<file path="src/rtl/core/tdsm_pkg.sv">
// Shared types and constants for the two-wire display serial master.
package tdsm_pkg;

   // Number of segment bytes sent after the start address.
   localparam int unsigned DIGITS = 6;

   // Field and register widths.
   localparam int unsigned MODE_W     = 2;
   localparam int unsigned SEG_W      = 48;
   localparam int unsigned BRIGHT_W   = 3;
   localparam int unsigned TIMEOUT_W  = 13;
   localparam int unsigned BYTE_W     = 8;
   localparam int unsigned CSR_ADDR_W = 2;
   localparam int unsigned CSR_DATA_W = 13;
   localparam int unsigned BIT_CNT_W  = 4;
   localparam int unsigned BYTE_IDX_W = 3;

   // Reset values of the configuration registers.
   localparam logic [BRIGHT_W-1:0]  BRIGHTNESS_RST    = 3'd7;
   localparam logic [TIMEOUT_W-1:0] ACK_TIMEOUT_RST   = 13'd5000;
   localparam logic [BYTE_W-1:0]    DATA_COMMAND_RST  = 8'h40;
   localparam logic [BYTE_W-1:0]    START_ADDRESS_RST = 8'hC0;

   // Upper five bits of the display-control byte (display on).
   localparam logic [BYTE_W-BRIGHT_W-1:0] DISPLAY_ON_HI = 5'b10001;

   // Request codes carried by each input word.
   typedef enum logic [MODE_W-1:0] {
      MODE_TICK    = 2'd0,
      MODE_FRAME   = 2'd1,
      MODE_CONTROL = 2'd2
   } mode_type;

   // Configuration register indexes.
   typedef enum logic [CSR_ADDR_W-1:0] {
      CSR_BRIGHTNESS    = 2'd0,
      CSR_ACK_TIMEOUT   = 2'd1,
      CSR_DATA_COMMAND  = 2'd2,
      CSR_START_ADDRESS = 2'd3
   } csr_index_type;

   // Waveform phases, one-hot.
   typedef enum logic [11:0] {
      PH_IDLE     = 12'b0000_0000_0001,
      PH_ST_A     = 12'b0000_0000_0010,
      PH_ST_B     = 12'b0000_0000_0100,
      PH_BIT_LO   = 12'b0000_0000_1000,
      PH_BIT_HI   = 12'b0000_0001_0000,
      PH_ACK_LO   = 12'b0000_0010_0000,
      PH_ACK_WAIT = 12'b0000_0100_0000,
      PH_SP_A     = 12'b0000_1000_0000,
      PH_SP_B     = 12'b0001_0000_0000,
      PH_SP_C     = 12'b0010_0000_0000,
      PH_FSP_B    = 12'b0100_0000_0000,
      PH_FSP_C    = 12'b1000_0000_0000
   } phase_type;

endpackage

</file>
<file path="src/rtl/core/two_wire_display_serial_master.sv">
// Two-wire display serial master: start/stop framing, LSB-first bytes, acknowledge wait.
//
// Each request word is one delay interval of the pin waveform and yields exactly one
// response word with the clock and data pin levels for that interval plus busy, done and
// acknowledge-failure status. A word is taken every cycle as long as the response register
// is empty or being read in the same cycle; the one phase register update per word sets
// this rate. When idle, a frame request (data command, start address with six segment
// bytes, display control) or a display-control request starts its sequence on the same
// word. After each byte the block samples the data line once per word until it reads low;
// once more high samples than the acknowledge timeout have been seen, it sends a stop and
// finishes flagged as failed. User must write configuration only while idle, unenforced.
module two_wire_display_serial_master (
   input  logic                                clock,
   input  logic                                reset,
   // request channel
   input  logic                                req_valid,
   output logic                                req_ready,
   input  logic [tdsm_pkg::MODE_W-1:0]         req_mode,
   input  logic [tdsm_pkg::SEG_W-1:0]          req_segments,
   input  logic                                req_dio_in,
   // response channel
   output logic                                rsp_valid,
   input  logic                                rsp_ready,
   output logic                                rsp_clk_level,
   output logic                                rsp_dio_released,
   output logic                                rsp_busy_res,
   output logic                                rsp_done_res,
   output logic                                rsp_ack_fail,
   // configuration port
   input  logic                                csr_we,
   input  logic [tdsm_pkg::CSR_ADDR_W-1:0]     csr_addr,
   input  logic [tdsm_pkg::CSR_DATA_W-1:0]     csr_wdata
);

   // Configuration registers.
   logic [tdsm_pkg::BRIGHT_W-1:0]   brightness_ff;
   logic [tdsm_pkg::TIMEOUT_W-1:0]  ack_timeout_ff;
   logic [tdsm_pkg::BYTE_W-1:0]     data_command_ff;
   logic [tdsm_pkg::BYTE_W-1:0]     start_address_ff;

   // Sequencer state.
   tdsm_pkg::phase_type             phase_ff, phase_in;
   logic [tdsm_pkg::BIT_CNT_W-1:0]  bit_count_ff, bit_count_in;
   logic [tdsm_pkg::BYTE_IDX_W-1:0] byte_index_ff, byte_index_in;
   logic [tdsm_pkg::BYTE_W-1:0]     shift_byte_ff, shift_byte_in;
   logic [tdsm_pkg::SEG_W-1:0]      frame_store_ff, frame_store_in;
   logic [tdsm_pkg::TIMEOUT_W-1:0]  wait_count_ff, wait_count_in;
   logic                            request_kind_ff, request_kind_in;
   logic                            clock_pin_ff, clock_pin_in;
   logic                            data_pin_ff, data_pin_in;

   // Response register.
   logic                            rsp_valid_ff;
   logic                            rsp_clk_ff, rsp_dio_ff, rsp_busy_ff, rsp_done_ff;
   logic                            rsp_fail_ff;
   logic                            busy_in, done_in, fail_in;

   logic                            req_fire;
   tdsm_pkg::phase_type             ph_start;
   logic [tdsm_pkg::BYTE_IDX_W-1:0] next_index;
   logic [tdsm_pkg::BYTE_IDX_W-1:0] seg_slot;
   logic [tdsm_pkg::BYTE_W-1:0]     seg_sel;
   logic [tdsm_pkg::BIT_CNT_W-1:0]  bit_count_inc;

   assign req_ready = !rsp_valid_ff || rsp_ready;
   assign req_fire  = req_valid && req_ready;

   // Configuration writes.
   always_ff @(posedge clock) begin
      if (reset) begin
         brightness_ff    <= tdsm_pkg::BRIGHTNESS_RST;
         ack_timeout_ff   <= tdsm_pkg::ACK_TIMEOUT_RST;
         data_command_ff  <= tdsm_pkg::DATA_COMMAND_RST;
         start_address_ff <= tdsm_pkg::START_ADDRESS_RST;
      end else if (csr_we) begin
         unique case (tdsm_pkg::csr_index_type'(csr_addr))
            tdsm_pkg::CSR_BRIGHTNESS:
               brightness_ff <= csr_wdata[tdsm_pkg::BRIGHT_W-1:0];
            tdsm_pkg::CSR_ACK_TIMEOUT:
               ack_timeout_ff <= csr_wdata[tdsm_pkg::TIMEOUT_W-1:0];
            tdsm_pkg::CSR_DATA_COMMAND:
               data_command_ff <= csr_wdata[tdsm_pkg::BYTE_W-1:0];
            tdsm_pkg::CSR_START_ADDRESS:
               start_address_ff <= csr_wdata[tdsm_pkg::BYTE_W-1:0];
            default: ;
         endcase
      end
   end

   // Next segment byte: the index after increment runs from two up, segment zero first.
   assign next_index    = byte_index_ff + 3'd1;
   assign seg_slot      = next_index - 3'd2;
   assign bit_count_inc = bit_count_ff + 4'd1;

   always_comb begin
      unique case (seg_slot)
         3'd0:    seg_sel = frame_store_ff[7:0];
         3'd1:    seg_sel = frame_store_ff[15:8];
         3'd2:    seg_sel = frame_store_ff[23:16];
         3'd3:    seg_sel = frame_store_ff[31:24];
         3'd4:    seg_sel = frame_store_ff[39:32];
         3'd5:    seg_sel = frame_store_ff[47:40];
         default: seg_sel = '0;
      endcase
   end

   // One waveform interval: request pickup, then the phase step.
   always_comb begin
      phase_in        = phase_ff;
      bit_count_in    = bit_count_ff;
      byte_index_in   = byte_index_ff;
      shift_byte_in   = shift_byte_ff;
      frame_store_in  = frame_store_ff;
      wait_count_in   = wait_count_ff;
      request_kind_in = request_kind_ff;
      clock_pin_in    = clock_pin_ff;
      data_pin_in     = data_pin_ff;
      busy_in         = 1'b1;
      done_in         = 1'b0;
      fail_in         = 1'b0;
      ph_start        = phase_ff;

      if (phase_ff == tdsm_pkg::PH_IDLE) begin
         if (req_mode == tdsm_pkg::MODE_FRAME) begin
            frame_store_in  = req_segments;
            request_kind_in = 1'b1;
            byte_index_in   = '0;
            ph_start        = tdsm_pkg::PH_ST_A;
         end else if (req_mode == tdsm_pkg::MODE_CONTROL) begin
            request_kind_in = 1'b0;
            byte_index_in   = '0;
            ph_start        = tdsm_pkg::PH_ST_A;
         end
      end

      unique case (ph_start)
         tdsm_pkg::PH_IDLE: begin
            busy_in = 1'b0;
         end
         tdsm_pkg::PH_ST_A: begin
            clock_pin_in = 1'b1;
            data_pin_in  = 1'b1;
            phase_in     = tdsm_pkg::PH_ST_B;
         end
         tdsm_pkg::PH_ST_B: begin
            clock_pin_in = 1'b1;
            data_pin_in  = 1'b0;
            if (!request_kind_ff) begin
               shift_byte_in = {tdsm_pkg::DISPLAY_ON_HI, brightness_ff};
            end else if (byte_index_ff == '0) begin
               shift_byte_in = data_command_ff;
            end else begin
               shift_byte_in = start_address_ff;
            end
            bit_count_in = '0;
            phase_in     = tdsm_pkg::PH_BIT_LO;
         end
         tdsm_pkg::PH_BIT_LO: begin
            clock_pin_in = 1'b0;
            data_pin_in  = shift_byte_ff[0];
            phase_in     = tdsm_pkg::PH_BIT_HI;
         end
         tdsm_pkg::PH_BIT_HI: begin
            clock_pin_in  = 1'b1;
            data_pin_in   = shift_byte_ff[0];
            shift_byte_in = {1'b0, shift_byte_ff[tdsm_pkg::BYTE_W-1:1]};
            bit_count_in  = bit_count_inc;
            phase_in      = (bit_count_inc >= 4'd8) ? tdsm_pkg::PH_ACK_LO
                                                    : tdsm_pkg::PH_BIT_LO;
         end
         tdsm_pkg::PH_ACK_LO: begin
            clock_pin_in  = 1'b0;
            data_pin_in   = 1'b1;
            wait_count_in = '0;
            phase_in      = tdsm_pkg::PH_ACK_WAIT;
         end
         tdsm_pkg::PH_ACK_WAIT: begin
            // Acknowledge seen, timed out, or keep waiting.
            if (!req_dio_in) begin
               clock_pin_in = 1'b1;
               data_pin_in  = 1'b1;
               if (request_kind_ff && byte_index_ff != '0 &&
                   byte_index_ff < tdsm_pkg::BYTE_IDX_W'(tdsm_pkg::DIGITS + 1)) begin
                  byte_index_in = next_index;
                  shift_byte_in = seg_sel;
                  bit_count_in  = '0;
                  phase_in      = tdsm_pkg::PH_BIT_LO;
               end else begin
                  phase_in = tdsm_pkg::PH_SP_A;
               end
            end else if (wait_count_ff >= ack_timeout_ff) begin
               clock_pin_in = 1'b0;
               data_pin_in  = 1'b0;
               phase_in     = tdsm_pkg::PH_FSP_B;
            end else begin
               clock_pin_in  = 1'b0;
               data_pin_in   = 1'b1;
               wait_count_in = wait_count_ff + 13'd1;
            end
         end
         tdsm_pkg::PH_SP_A: begin
            clock_pin_in = 1'b0;
            data_pin_in  = 1'b0;
            phase_in     = tdsm_pkg::PH_SP_B;
         end
         tdsm_pkg::PH_SP_B: begin
            clock_pin_in = 1'b1;
            data_pin_in  = 1'b0;
            phase_in     = tdsm_pkg::PH_SP_C;
         end
         tdsm_pkg::PH_SP_C: begin
            // End of one part: move to the next part of a frame or finish.
            clock_pin_in = 1'b1;
            data_pin_in  = 1'b1;
            if (request_kind_ff) begin
               if (byte_index_ff == '0) begin
                  byte_index_in = 3'd1;
               end else begin
                  request_kind_in = 1'b0;
                  byte_index_in   = '0;
               end
               phase_in = tdsm_pkg::PH_ST_A;
            end else begin
               done_in  = 1'b1;
               phase_in = tdsm_pkg::PH_IDLE;
            end
         end
         tdsm_pkg::PH_FSP_B: begin
            clock_pin_in = 1'b1;
            data_pin_in  = 1'b0;
            phase_in     = tdsm_pkg::PH_FSP_C;
         end
         tdsm_pkg::PH_FSP_C: begin
            // Last stop tick of a timed-out sequence finishes with the failure flag.
            clock_pin_in = 1'b1;
            data_pin_in  = 1'b1;
            done_in      = 1'b1;
            fail_in      = 1'b1;
            phase_in     = tdsm_pkg::PH_IDLE;
         end
         default: begin
            phase_in = tdsm_pkg::PH_IDLE;
            busy_in  = 1'b0;
         end
      endcase
   end

   // State update, one step per accepted word.
   always_ff @(posedge clock) begin
      if (reset) begin
         phase_ff        <= tdsm_pkg::PH_IDLE;
         bit_count_ff    <= '0;
         byte_index_ff   <= '0;
         shift_byte_ff   <= '0;
         wait_count_ff   <= '0;
         request_kind_ff <= 1'b0;
         clock_pin_ff    <= 1'b0;
         data_pin_ff     <= 1'b1;
      end else if (req_fire) begin
         phase_ff        <= phase_in;
         bit_count_ff    <= bit_count_in;
         byte_index_ff   <= byte_index_in;
         shift_byte_ff   <= shift_byte_in;
         wait_count_ff   <= wait_count_in;
         request_kind_ff <= request_kind_in;
         clock_pin_ff    <= clock_pin_in;
         data_pin_ff     <= data_pin_in;
      end
   end

   // Frame store holds payload only.
   always_ff @(posedge clock) begin
      if (req_fire) begin
         frame_store_ff <= frame_store_in;
      end
   end

   // Response register.
   always_ff @(posedge clock) begin
      if (reset) begin
         rsp_valid_ff <= 1'b0;
      end else if (req_fire) begin
         rsp_valid_ff <= 1'b1;
      end else if (rsp_ready) begin
         rsp_valid_ff <= 1'b0;
      end
   end

   always_ff @(posedge clock) begin
      if (req_fire) begin
         rsp_clk_ff  <= clock_pin_in;
         rsp_dio_ff  <= data_pin_in;
         rsp_busy_ff <= busy_in;
         rsp_done_ff <= done_in;
         rsp_fail_ff <= fail_in;
      end
   end

   assign rsp_valid        = rsp_valid_ff;
   assign rsp_clk_level    = rsp_clk_ff;
   assign rsp_dio_released = rsp_dio_ff;
   assign rsp_busy_res     = rsp_busy_ff;
   assign rsp_done_res     = rsp_done_ff;
   assign rsp_ack_fail     = rsp_fail_ff;

`ifndef SYNTHESIS
   // A failure is only reported on the finishing word of a busy sequence.
   a_fail_with_done: assert property (@(posedge clock) disable iff (reset)
      rsp_valid && rsp_ack_fail |-> rsp_done_res && rsp_busy_res)
      else $error("ack_fail without done");

   // A plain tick while idle leaves the sequencer idle.
   a_idle_tick: assert property (@(posedge clock) disable iff (reset)
      req_fire && phase_ff == tdsm_pkg::PH_IDLE &&
      req_mode != tdsm_pkg::MODE_FRAME && req_mode != tdsm_pkg::MODE_CONTROL
      |=> phase_ff == tdsm_pkg::PH_IDLE && !rsp_busy_res)
      else $error("idle tick started a sequence");

   // The bit counter never passes one byte.
   a_bit_range: assert property (@(posedge clock) disable iff (reset)
      bit_count_ff <= 4'd8)
      else $error("bit counter overflow");

   // The byte index never passes the last segment byte.
   a_byte_range: assert property (@(posedge clock) disable iff (reset)
      byte_index_ff <= tdsm_pkg::BYTE_IDX_W'(tdsm_pkg::DIGITS + 1))
      else $error("byte index overflow");
`endif

endmodule
</file>
<file path="config.mk">
export PLATFORM = sky130hd
export DESIGN_NAME = two_wire_display_serial_master
export DESIGN_NICKNAME = d
export VERILOG_FILES = /design/src/rtl/core/tdsm_pkg.sv /design/src/rtl/core/two_wire_display_serial_master.sv
export SDC_FILE = /design/constraint.sdc
export NUM_CORES = 1
export LEC_CHECK = 0
export CAP_MARGIN = 20
export CORE_MARGIN = 2
export CORE_UTILIZATION = 35
export DETAILED_ROUTE_END_ITERATION = 10
export DONT_BUFFER_PORTS = 1
export HOLD_SLACK_MARGIN = 0.02
export PLACE_DENSITY = 0.6
export SLEW_MARGIN = 15
export SYNTH_ARGS = -nofsm -noshare
export SYNTH_HDL_FRONTEND = slang
export SYNTH_SLANG_ARGS = --single-unit
</file>
<file path="constraint.sdc">
create_clock -name clock -period 3.8 [get_ports clock]
set_input_delay 0.76 -clock clock [delete_from_list [all_inputs] [get_ports clock]]
set_output_delay 0.76 -clock clock [all_outputs]
set_load 0.01 [all_outputs]
</file>
==> metrics.md <==
| Metric | Value |
|---|---|
| Outcome | `completed` |
| Pre-Repair DR Iteration Count | `5` |
| Yosys warns | `0` |
| Root buf cell | `clkbuf_16` |
| Post-Syn Area | `6162 um2` |
| Worst hold path class | `in -> reg` |
| Worst slew pin tran | `0.6840 ns` |
| Largest net degree at the start of global routing | `49` |
| Final WL | `14.59 mm` |
| Sequential power share | `45.9%` |
| Switching share of power | `24.96%` |
| Crit. End Element | `flop` |
| Die X | `136.7 um` |
| Maxcap violations | `0` |
| Vias in the first global route | `4,689` |
| Syn Area/Cell | `9.781 um2` |
| Worst-path clk slew | `0.06 ns` |
| Layout Cells excl Fill | `860` |
| Syn Inst Count | `630` |
| Fin crit period | `2.902 ns` |
| Post-synth net total | `721` |
| Register area share after synthesis | `50.52%` |
| CTS Sinks | `129` |
| Setup TNS | `0 ns` |
| # resized after CTS | `0` |
| Worst Path Required | `4.09 ns` |
| Post-DRT Antenna Nets | `0` |
| Headroom to the max-slew limit | `54.34%` |
| Simple-gate share of the synthesized area | `19.15%` |
| Initial antenna violation count | `0` |
| FP Rows | `48` |
| Worst skew pair latency | `0.42 ns` |
| Pwr Density | `474.4 nW/um2` |
| Final slew viol count | `0` |
| Largest family of logic cells by synthesized area | `simple AND/OR/NAND/NOR gates` |
| Worst path arrival time | `3.19 ns` |
| Cell mode on critical path | `xnor2_1` |
| DR vias | `4,774` |
| Final clock period utilization by the worst path | `76.38%` |
| Initial core utilization | `35.75%` |
| # port buffers | `0` |
| First-pass GRT wire length | `23.78 mm` |
| Num CTS Buffers | `17` |
| P_leak | `0.002519 uW` |
| Worst Path Max Fanout | `8` |
| Total GRT Usage | `16.47%` |
| Dpl cells | `828` |
| Initial DRC Count | `325` |
| Number of diodes | `0` |
| Fraction of the mapped netlist area in adder cells | `4.061%` |
| RSZ-0062 raised after global routing | `false` |
| Max Fclk | `344.5 MHz` |
| Worst vdd ir | `341.9 uV` |
| Mux cell area share after synthesis | `2.985%` |
| P&R area growth vs syn | `12.97%` |
| Post-synth EDFFs | `53` |
| Switch Pwr | `824.4 uW` |
| CP max stage cell | `xnor2_1` |
| Flop2flop setup slack | `0.90 ns` |
| Post-Synth XOR/XNOR Area | `1.563%` |
| Synth top area share | `25.83%` |
| Startpoint type of the worst setup path | `flop` |
| Area leader, netlist | `edfxtp_1` |
| Share of cells above drive strength 1 | `9.449%` |
| Max stage delay on crit path | `0.53 ns` |
| Final setup violation count | `0` |
| Crit Path Class | `reg -> reg` |
| Die span in y | `136.7 um` |
| CP Cell Sequence | `inv_1, ha_1, xnor2_1, xnor2_1, mux2_2, a221o_1, a221oi_1, a21oi_1` |
| RD Place Congestion | `0.9103` |
| Area of the core | `17,240 um2` |
| Die ar. | `18,680 um2` |
| Clock Skews | `0.009786 ns` |
| Synth Flop Type | `dfxtp_1` |
| GRT overflow | `0` |
| Setup Fix Bufs, Post-CTS | `0` |
| # hold bufs at CTS | `0` |
| Final #Nets | `713` |
| Cell Int Power | `2478 uW` |
| # IOs | `78` |
| Async SR Flop Fraction | `0%` |
| Synth unique cells | `65` |
| Clk network pwr share | `49.1%` |
| Synth top area cells | `edfxtp_1 26%, dfxtp_1 25%, nand2_1 5.9%` |
| DP Wirelength | `10.26 mm` |
| H-tree depth | `4` |
| DRC | `0` |
| Logic pwr share | `4.9%` |
| Drt wl/cell | `16.97 um` |
| Post-synthesis register bit count | `129` |
| Synth Area in Compound Gates | `17.93%` |
| Final number of hold-violating endpoints | `0` |
| CTS Buffer Depth | `2` |
| CTS tree | `yes` |
| Vias per inst | `5.551` |
## routing by layer
| metal | track usage [%] | part of all wire (%) |
|---|---|---|
| met2 | 26.33 | 46 |
| met5 | 0 | 0 |
| met3 | 4.852 | 7.0 |
| met4 | 6.597 | 1.6 |
| met1 | 20.86 | 45 |
## registers in the layout, summed over array words and instances, names as in the netlist
register / count
rsp_dio_released: 1
wait_count_ff: 13
clock_pin_ff: 1
rsp_valid: 1
rsp_ack_fail: 1
data_pin_ff: 1
rsp_busy_res: 1
shift_byte_ff: 8
frame_store_ff: 48
phase_ff: 12
data_command_ff: 8
rsp_done_res: 1
bit_count_ff: 4
start_address_ff: 8
rsp_clk_level: 1
ack_timeout_ff: 13
byte_index_ff: 3
brightness_ff: 3
request_kind_ff: 1
## path summary, 6_finish.rpt
| check | to | cells past startpoint | startpoint |
|---|---|---|---|
| setup reg to reg | shift_byte_ff[0]$_SDFFE_PP0P_ | 8 | byte_index_ff[0]$_SDFFE_PP0P_ |
| hold / removal | rsp_valid$_SDFFE_PP0P_ | 1 | reset |
| setup / recovery | shift_byte_ff[0]$_SDFFE_PP0P_ | 8 | byte_index_ff[0]$_SDFFE_PP0P_ |
| hold reg to reg | ack_timeout_ff[5]$_SDFFE_PP0P_ | 2 | ack_timeout_ff[5]$_SDFFE_PP0P_ |
## stage by stage
step	total power, uW	setup WS [ns]	hold WS, ns	utilization [%]	cell area [um2]
after floorplan	1671	0.5234	0.4357	-	6165
after global placement	1703	1.002	0.4368	36.94	6367
after detailed placement	1707	0.9114	0.4459	36.94	6367
after CTS	3320	0.9253	0.3979	40.39	6962
after global routing	3410	0.7256	0.4012	40.39	6962
final	3303	0.8976	0.4107	40.39	6962
## final cells by class
| class | count | area (um2) |
|---|---|---|
| fill | 1619 | 10270 |
| sequential | 129 | 3113 |
| multi-input combinational | 443 | 2823 |
| clock buffer | 17 | 425.4 |
| tap | 225 | 281.5 |
| clock inverter | 15 | 168.9 |
| inverter | 22 | 82.58 |
| timing repair buffer | 9 | 67.56 |
## layout by cell type, fill, tap and decap left out, types with 8 or more instances in the layout
master / count
inv_1: 21
nor3_1: 9
nand3_1: 25
buf_4: 9
nand2_1: 97
dfxtp_1: 76
clkbuf_16: 17
a221oi_1: 12
and3_1: 9
o211ai_1: 10
nand4b_1: 8
edfxtp_1: 53
mux2i_1: 15
a31oi_1: 10
ha_1: 20
a21oi_1: 54
nor2_1: 26
a22oi_1: 15
nand4_1: 9
nand2b_1: 15
o21ai_0: 15
## synth_stat cells, types with 8 or more instances
| cell type | count |
|---|---|
| nand2_1 | 97 |
| nand2b_1 | 15 |
| clkbuf_1 | 25 |
| nor2_1 | 27 |
| nor3_1 | 9 |
| and3_1 | 9 |
| mux2i_1 | 15 |
| a22oi_1 | 15 |
| dfxtp_1 | 76 |
| a221oi_1 | 12 |
| ha_1 | 20 |
| nand4b_1 | 8 |
| o211ai_1 | 10 |
| edfxtp_1 | 53 |
| a21oi_1 | 54 |
| nand4_1 | 9 |
| nand3_1 | 25 |
| a31oi_1 | 10 |
| o21ai_0 | 15 |
| inv_1 | 21 |
## critical path, delay by kind of cell, from the launching register on
family          cells  cell delay, ns
fa+ha+maj           1            0.34
flops               1            0.48
xor+xnor            2            0.72
buf+inv             1            0.11
mux                 1            0.40
compound gates      3            0.72
## kinds of logic after synthesis
family	after synthesis
simple gates	233
compound gates	161
flops	129
buf+inv	58
fa+ha+maj	20
mux	18
xor+xnor	11
## power groups by stage
stage / clock network [uW] / registers [uW] / logic, uW
6_report: 1620 / 1520 / 163
5_1_grt: 1710 / 1520 / 184
4_1_cts: 1640 / 1520 / 162
3_5_place_dp: 0 / 1550 / 161
3_3_place_gp: 0 / 1540 / 159
2_1_floorplan: 0 / 1530 / 138
Power figures use the tool's default switching activity.
